**src/rtl/rpn_pkg.sv**
```systemverilog
`timescale 1ns / 1ps
// ----------------------------------------------------------------------------
// rpn_pkg
// shared types and codes for the postfix expression evaluator
// ----------------------------------------------------------------------------
package rpn_pkg;

    typedef enum logic [1:0] {
        CMD_PUSH = 2'd0,
        CMD_ADD  = 2'd1,
        CMD_SUB  = 2'd2,
        CMD_MUL  = 2'd3
    } t_cmd;

    typedef enum logic [1:0] {
        ST_OK    = 2'd0,
        ST_UNDER = 2'd1,
        ST_OVER  = 2'd2,
        ST_SAT   = 2'd3
    } t_status;

    typedef enum logic [2:0] {
        S_IDLE,
        S_FETCH,
        S_EXEC,
        S_ROUND,
        S_WRBACK
    } t_state;

    localparam int unsigned VALUE_W = 32;

    typedef struct packed {
        logic start;
        t_cmd cmd;
    } t_alu_req;

    typedef struct packed {
        logic                      sat;
        logic signed [VALUE_W-1:0] value;
    } t_alu_res;

endpackage

```
**src/rtl/rpn_ram.sv**
```systemverilog
`timescale 1ns / 1ps
// ----------------------------------------------------------------------------
// rpn_ram
// generic ram, one write port and two registered read ports
// ----------------------------------------------------------------------------
module rpn_ram #(
    parameter int WIDTH = 32,
    parameter int DEPTH = 16
) (
    input  logic                     i_clk,
    input  logic                     i_we,
    input  logic [$clog2(DEPTH)-1:0] i_waddr,
    input  logic [WIDTH-1:0]         i_wdata,
    input  logic [$clog2(DEPTH)-1:0] i_raddr_a,
    output logic [WIDTH-1:0]         o_rdata_a,
    input  logic [$clog2(DEPTH)-1:0] i_raddr_b,
    output logic [WIDTH-1:0]         o_rdata_b
);

    logic [WIDTH-1:0] r_mem [DEPTH];

    always_ff @(posedge i_clk) begin
        if (i_we) begin
            r_mem[i_waddr] <= i_wdata;
        end
        o_rdata_a <= r_mem[i_raddr_a];
        o_rdata_b <= r_mem[i_raddr_b];
    end

endmodule

```
**src/rtl/rpn_alu.sv**
```systemverilog
`timescale 1ns / 1ps
// ----------------------------------------------------------------------------
// rpn_alu
// two-stage saturating add, subtract and fixed-point multiply
// ----------------------------------------------------------------------------
module rpn_alu #(
    parameter int FRAC_BITS = 16
) (
    input  logic                               i_clk,
    input  rpn_pkg::t_alu_req                  i_req,
    input  logic signed [rpn_pkg::VALUE_W-1:0] i_a,
    input  logic signed [rpn_pkg::VALUE_W-1:0] i_b,
    output rpn_pkg::t_alu_res                  o_res
);
    import rpn_pkg::*;

    localparam int PW = 2 * VALUE_W;
    localparam logic signed [PW-1:0] RND =
        (FRAC_BITS > 0) ? (PW'(1) <<< ((FRAC_BITS > 0) ? FRAC_BITS - 1 : 0)) : '0;
    localparam logic signed [PW-1:0] MAXV = PW'({1'b0, {(VALUE_W-1){1'b1}}});
    localparam logic signed [PW-1:0] MINV = -MAXV - PW'(1);

    logic signed [VALUE_W:0] r_sum;
    logic signed [PW-1:0]    r_prod;
    logic                    r_is_mul;

    logic signed [PW-1:0] n_wide;
    logic signed [PW-1:0] n_shift;
    t_alu_res             n_res;

    // stage one: raw sum, difference or full product
    always_ff @(posedge i_clk) begin
        if (i_req.start) begin
            r_is_mul <= (i_req.cmd == CMD_MUL);
            if (i_req.cmd == CMD_SUB) begin
                r_sum <= (VALUE_W+1)'(i_a) - (VALUE_W+1)'(i_b);
            end else begin
                r_sum <= (VALUE_W+1)'(i_a) + (VALUE_W+1)'(i_b);
            end
            r_prod <= PW'(i_a) * PW'(i_b);
        end
    end

    // stage two: round to nearest (halves upward), then clamp
    always_comb begin
        n_shift = (r_prod + RND) >>> FRAC_BITS;
        n_wide  = r_is_mul ? n_shift : PW'(r_sum);
        if (n_wide > MAXV) begin
            n_res.sat   = 1'b1;
            n_res.value = MAXV[VALUE_W-1:0];
        end else if (n_wide < MINV) begin
            n_res.sat   = 1'b1;
            n_res.value = MINV[VALUE_W-1:0];
        end else begin
            n_res.sat   = 1'b0;
            n_res.value = n_wide[VALUE_W-1:0];
        end
    end

    always_ff @(posedge i_clk) begin
        o_res <= n_res;
    end

endmodule

```
**src/rtl/postfix_expression_evaluator_core.sv**
```systemverilog
`timescale 1ns / 1ps
// ----------------------------------------------------------------------------
// postfix_expression_evaluator_core
// reverse polish evaluator over a ram-held q16.16 operand stack
// ----------------------------------------------------------------------------
//  channel | dir | tdata                            | tuser        | tlast
//  s_*     | in  | operand_value[31:0]              | command[1:0] | finish
//  m_*     | out | value[31:0], stack_depth[36:32]  | status[1:0]  | -
//
//  each token passes through accept, stack read, alu stage one,
//  alu stage two and write-back, in that order
//  write-back waits while the previous result still sits in the output register
//  a new token is accepted while a result waits to be taken
//  synchronous active-low reset empties the stack; stack contents are not cleared
// ----------------------------------------------------------------------------
module postfix_expression_evaluator_core #(
    parameter int DEPTH     = 16,
    parameter int FRAC_BITS = 16
) (
    input  logic        i_clk,
    input  logic        i_rst_n,
    // token input
    input  logic        s_tvalid,
    output logic        s_tready,
    input  logic [31:0] s_tdata,   // operand_value[31:0]
    input  logic [1:0]  s_tuser,   // command[1:0]
    input  logic        s_tlast,   // finish
    // result output
    output logic        m_tvalid,
    input  logic        m_tready,
    output logic [39:0] m_tdata,   // value[31:0], stack_depth[36:32], zero pad
    output logic [1:0]  m_tuser    // status[1:0]
);
    import rpn_pkg::*;

    localparam int AW = $clog2(DEPTH);
    localparam int SW = $clog2(DEPTH + 1);
    localparam logic [SW-1:0] FULL = SW'(DEPTH);
    localparam logic [SW-1:0] ONE  = SW'(1);
    localparam logic [SW-1:0] TWO  = SW'(2);

    // fsm and token registers
    t_state r_state, n_state;
    logic [SW-1:0]             r_sp, n_sp;
    t_cmd                      r_cmd;
    logic                      r_fin;
    logic signed [VALUE_W-1:0] r_opv;
    logic signed [VALUE_W-1:0] r_top;

    // output register
    logic                      r_m_valid, n_m_valid;
    logic signed [VALUE_W-1:0] r_m_value, n_m_value;
    t_status                   r_m_status, n_m_status;
    logic [SW-1:0]             r_m_depth, n_m_depth;

    // memory and alu wiring
    logic                      mem_we;
    logic [AW-1:0]             mem_waddr;
    logic [VALUE_W-1:0]        mem_wdata;
    logic [AW-1:0]             raddr_top, raddr_next;
    logic [VALUE_W-1:0]        rdata_top, rdata_next;
    logic signed [VALUE_W-1:0] op_first, op_second;
    t_alu_req                  alu_req;
    t_alu_res                  alu_res;

    logic                      s_fire;
    logic                      out_free;
    logic [SW-1:0]             base_sp;
    logic [SW+4:0]             depth_ext;

    assign s_tready = (r_state == S_IDLE);
    assign s_fire   = s_tvalid && s_tready;
    assign out_free = !r_m_valid || m_tready;

    // read the top two entries; addresses only matter when those entries exist
    assign raddr_top  = (r_sp >= ONE) ? AW'(r_sp - ONE) : '0;
    assign raddr_next = (r_sp >= TWO) ? AW'(r_sp - TWO) : '0;

    // popping an empty slot gives zero; first is the deeper entry
    assign op_second = (r_sp >= ONE) ? $signed(rdata_top) : '0;
    assign op_first  = (r_sp >= TWO) ? $signed(rdata_next) : '0;

    assign alu_req = {(r_state == S_FETCH), r_cmd};

    // where an operator result lands once two entries are popped
    assign base_sp = (r_sp >= TWO) ? (r_sp - TWO) : '0;

    rpn_ram #(
        .WIDTH (VALUE_W),
        .DEPTH (DEPTH)
    ) u_stack (
        .i_clk     (i_clk),
        .i_we      (mem_we),
        .i_waddr   (mem_waddr),
        .i_wdata   (mem_wdata),
        .i_raddr_a (raddr_top),
        .o_rdata_a (rdata_top),
        .i_raddr_b (raddr_next),
        .o_rdata_b (rdata_next)
    );

    rpn_alu #(
        .FRAC_BITS (FRAC_BITS)
    ) u_alu (
        .i_clk (i_clk),
        .i_req (alu_req),
        .i_a   (op_first),
        .i_b   (op_second),
        .o_res (alu_res)
    );

    // control registers
    always_ff @(posedge i_clk) begin
        if (!i_rst_n) begin
            r_state   <= S_IDLE;
            r_sp      <= '0;
            r_m_valid <= 1'b0;
        end else begin
            r_state   <= n_state;
            r_sp      <= n_sp;
            r_m_valid <= n_m_valid;
        end
    end

    // payload registers
    always_ff @(posedge i_clk) begin
        if (s_fire) begin
            r_cmd <= t_cmd'(s_tuser);
            r_fin <= s_tlast;
            r_opv <= $signed(s_tdata);
        end
        if (r_state == S_FETCH) begin
            // kept for a finish after a push onto a full stack
            r_top <= $signed(rdata_top);
        end
        r_m_value  <= n_m_value;
        r_m_status <= n_m_status;
        r_m_depth  <= n_m_depth;
    end

    // next state, stack update and result
    always_comb begin
        n_state    = r_state;
        n_sp       = r_sp;
        n_m_valid  = r_m_valid;
        n_m_value  = r_m_value;
        n_m_status = r_m_status;
        n_m_depth  = r_m_depth;
        mem_we     = 1'b0;
        mem_waddr  = AW'(r_sp);
        mem_wdata  = r_opv;

        // result taken downstream
        if (r_m_valid && m_tready) begin
            n_m_valid = 1'b0;
        end

        unique case (r_state)
            S_IDLE: begin
                if (s_fire) begin
                    n_state = S_FETCH;
                end
            end
            S_FETCH: begin
                n_state = S_EXEC;
            end
            S_EXEC: begin
                n_state = S_ROUND;
            end
            S_ROUND: begin
                n_state = S_WRBACK;
            end
            S_WRBACK: begin
                if (out_free) begin
                    n_state   = S_IDLE;
                    n_m_valid = 1'b1;
                    if (r_cmd == CMD_PUSH) begin
                        if (r_sp >= FULL) begin
                            // full stack: value dropped
                            n_m_status = ST_OVER;
                            if (r_fin) begin
                                n_m_value = r_top;
                                n_sp      = r_sp - ONE;
                            end else begin
                                n_m_value = r_opv;
                            end
                        end else begin
                            mem_we     = 1'b1;
                            mem_waddr  = AW'(r_sp);
                            mem_wdata  = r_opv;
                            n_m_status = ST_OK;
                            n_m_value  = r_opv;
                            n_sp       = r_fin ? r_sp : (r_sp + ONE);
                        end
                    end else begin
                        mem_we    = 1'b1;
                        mem_waddr = AW'(base_sp);
                        mem_wdata = alu_res.value;
                        n_m_value = alu_res.value;
                        if (r_sp < TWO) begin
                            n_m_status = ST_UNDER;
                        end else if (alu_res.sat) begin
                            n_m_status = ST_SAT;
                        end else begin
                            n_m_status = ST_OK;
                        end
                        // a finish pops straight back the entry just written
                        n_sp = r_fin ? base_sp : (base_sp + ONE);
                    end
                    n_m_depth = n_sp;
                end
            end
            default: begin
                n_state = S_IDLE;
            end
        endcase
    end

    assign depth_ext = {5'b0, r_m_depth};
    assign m_tvalid  = r_m_valid;
    assign m_tdata   = {3'b0, depth_ext[4:0], r_m_value};
    assign m_tuser   = r_m_status;

endmodule

```
**config.mk**
```make
export PLATFORM = sky130hd
export DESIGN_NAME = postfix_expression_evaluator_core
export DESIGN_NICKNAME = d
export VERILOG_FILES = /design/src/rtl/rpn_pkg.sv /design/src/rtl/rpn_ram.sv /design/src/rtl/rpn_alu.sv /design/src/rtl/postfix_expression_evaluator_core.sv
export SDC_FILE = /design/constraint.sdc
export NUM_CORES = 2
export LEC_CHECK = 0
export BUFFER_PORTS_ARGS = -buffer_cell sky130_fd_sc_hd__buf_2
export CELL_PAD_IN_SITES_DETAIL_PLACEMENT = 1
export CELL_PAD_IN_SITES_GLOBAL_PLACEMENT = 2
export CORE_UTILIZATION = 35
export CTS_BUF_LIST = sky130_fd_sc_hd__clkbuf_2
export DETAILED_ROUTE_END_ITERATION = 8
export PLACE_DENSITY = 0.76
export SLEW_MARGIN = 20
export SYNTH_ARGS = -nofsm -noshare
export SYNTH_HDL_FRONTEND = slang
export SYNTH_SLANG_ARGS = --single-unit
```
**constraint.sdc**
```tcl
create_clock -name i_clk -period 22.3 [get_ports i_clk]
set_input_delay 2.23 -clock i_clk [delete_from_list [all_inputs] [get_ports i_clk]]
set_output_delay 2.23 -clock i_clk [all_outputs]
set_load 0.01 [all_outputs]
```
==> out/qor.yml <==
sta:
  period_share_pct: 57.12
  fin_ws_ps: 9562
  setup_tns_ps: 0
  relSlewSlack_pct: 23.16
  worst_pin_slew_ps: 1141
  period_needed_ps: 12740
  hold_viol: 0
  fmax_mhz: 78.50
  setup_viol: 0
  grt_setup_unrepaired: "false"
  fin_skew_ps: 279.7
  drv_slew: 0
global_routing:
  grt_use_met3_pct: 5.262
  antenna_found_initial: 23
  grt_overflow: 0
  grt_util_met1_pct: 37.21
  use_met2_pct: 45.44
  grt_max_degree: 155
  grt_use_total_pct: 28.13
  grt_pass1_wl_um: 429000
  grt-busiest-layer: "met2"
  grt_pass1_vias: 62200
layout:
  final_util_pct: 38.02
  final_nets: 8776
  regArea_um2: 23180
  multi_input_area_um2: 44370
  layout-drive-gt1-share_pct: 9.120
  instances_no_fill: 10420
  fillers: 23620
  area_delta_synth_final_pct: 7.993
placed_design:
  dp.cells: 10010
  port_buffers: 79
  hpwl_um: 207300
  pre_cts_slack_ps: 10030
  finalWeightedCongestion: 0.9484
die:
  num_rows: 167
  ioPinCount: 83
  fp.dieH_um: 458.4
  dieWidth_um: 458.4
  start_util_pct: 35.20
  die_area_um2: 210100
  core_um2: 207100
worst_setup_path:
  critPathKind: "register to register"
  critPathMaxStageDelay_ps: 980
  slowest_stage: "fa_1"
  end_kind: "register"
  setup.worst_path.start_class: "register"
  path_max_fanout: 29
  arrival_ps: 13970
  required_ps: 23530
  cp_num_buf_inv: 10
  cp_top_family: "adder cells"
power:
  ir_drop_mv: 0.04937
  p_switching_w: 0.001130
  clockPowerShare_pct: 33.3
  internal_power_w: 0.002298
  p_leak_nw: 33.64
  finalPower_w: 0.003428
  p_seq_share_pct: 52.3
  powerDensity_nw_per_um2: 43.54
  p_sw_share_pct: 32.96
  comb_power_share_pct: 14.4
route:
  route.detailed.drc: 0
  via_per_inst: 5.548
  drt_iter0_drc: 5157
  routed_wl_um: 296400
  ant_nets: 0
  wl_per_cell_um: 28.45
  drt_first_pass_iters: 7
  vias: 57800
clock_tree:
  cts_tree: "yes"
  cts_max_path_buffers: 3
  post-cts-setup-buffers: 0
  ctsResizeCount: 0
  clk_latency_ps: 1760
  cts_inserted_buffers: 211
  root_buffer: "clkbuf_2"
  holdBufCountCts: 0
  cts.sinks: 807
  path_clk_slew_ps: 150
  htree_levels: 4
synth:
  mappedNetlistArea_um2: 72900
  syn-instance-count: 7420
  ys_seq_elements: 807
  synth_top_cell_area_share_pct: 29.71
  avgSynthCellArea_um2: 9.825
  yosys-top-cells-area: "fa_1 (30%), edfxtp_1 (29%), nand2_1 (7.5%), inv_1 (5.3%), ha_1 (3.8%)"
  synth.most_common_cell: "nand2_1"
  synth_top_cell_by_area: "fa_1"
  async_reset_ff_share_pct: 0
  synth_flop_cell: "edfxtp_1"
  synthTopCellsByCount: "nand2_1 (1,464), fa_1 (1,082), inv_1 (1,034)"
  ys_warn_count: 0
  seq_area_frac_synth_pct: 31.79
  synth_cell_types: 81
  synth_edf_count: 701
run_status:
  status: "finished, final reports clean"
flow_run:
  maxCapViolCount: 0
min_path:
  hold_path.class: "register to register"
[per-layer routing]
layer	up-vias	part of all wire (%)
met3	559	8.0
met2	2461	46
met5	-	0.022
met4	10	4.4
met1	30550	41
li1	24230	-
[power by group through the flow]
stage               Sequential [W]  Combinational [W]  Clock (W)
finish                     0.00179           0.000494    0.00114
global route               0.00180           0.000523    0.00124
CTS                        0.00179           0.000488    0.00117
detailed placement         0.00182           0.000484          0
global placement           0.00182           0.000478          0
floorplan                  0.00179           0.000283          0
[kinds of logic after synthesis]
logic type	synth area share [%]
flip-flops	31.79
adder cells (fa/ha/maj)	33.54
other	0.005144
XOR/XNOR	1.934
AND/OR/NAND/NOR	15.35
AO/OA/AOI/OAI	7.724
multiplexers	1.922
buffers and inverters	7.737
[layout by cell type (no fill, tap or decap), types with 7 or more instances in the layout]
cell / n
a211oi_1: 74
a21o_1: 46
a21oi_1: 192
a311oi_1: 129
a31oi_1: 83
and2_1: 30
and3_1: 110
and4_1: 9
buf_2: 79
buf_4: 157
clkbuf_2: 332
clkinv_1: 64
clkinv_2: 11
dfxtp_1: 105
diode_2: 9
edfxtp_1: 701
fa_1: 1082
ha_1: 223
inv_1: 1033
mux2_2: 32
mux2i_1: 104
nand2_1: 1450
nand2_2: 7
nand2b_1: 16
nand3_1: 238
nand4_1: 35
nor2_1: 628
nor2_4: 18
nor2b_1: 14
nor3_1: 34
nor4_1: 18
o21a_1: 11
o21ai_0: 160
o21ai_1: 12
o21bai_1: 14
o31ai_1: 10
o32ai_1: 64
or3_1: 8
xnor2_1: 106
xor2_1: 55
[registers in the layout (all words and copies together), names as in the netlist, 2 cells and up]
signal,count
r_top,32
u_stack.r_mem,512
m_tuser,2
u_stack.o_rdata_a,32
r_sp,5
r_opv,32
r_m_depth,5
r_m_value,32
u_alu.r_sum,33
u_alu.o_res,33
r_state,3
r_cmd,2
u_alu.r_prod,49
u_stack.o_rdata_b,32
[final timing paths]
| kind | start | endpoint | slack [ps] | cells after the start |
|---|---|---|---|---|
| max reg2reg | r_sp[1]$_SDFFE_PN0P_ | u_alu.r_prod[52]$_DFFE_PP_ | 9560 | 32 |
| min reg2reg | u_stack.o_rdata_a[18]$_DFF_P_ | r_top[18]$_DFFE_PP_ | 410 | 0 |
| min | u_stack.o_rdata_a[18]$_DFF_P_ | r_top[18]$_DFFE_PP_ | 410 | 0 |
| max | r_sp[1]$_SDFFE_PN0P_ | u_alu.r_prod[52]$_DFFE_PP_ | 9560 | 32 |
[layout make-up]
type,instances,area share (%)
Multi-Input combinational cell,5117,56.36
Sequential cell,807,29.44
Inverter,1056,5.048
Tap cell,2788,4.431
Clock buffer,332,2.111
Timing Repair Buffer,239,2.076
Clock inverter,70,0.5102
Antenna cell,9,0.02861
[per-stage QoR]
stage | area (um2) | hold WS, ps
2_1_floorplan | 72910 | 400.0
3_3_place_gp | 76640 | 494.2
3_5_place_dp | 76640 | 477.7
4_1_cts | 78700 | 454.7
5_1_grt | 78710 | 466.0
6_report | 78730 | 412.6
Power figures use the tool's default switching activity.
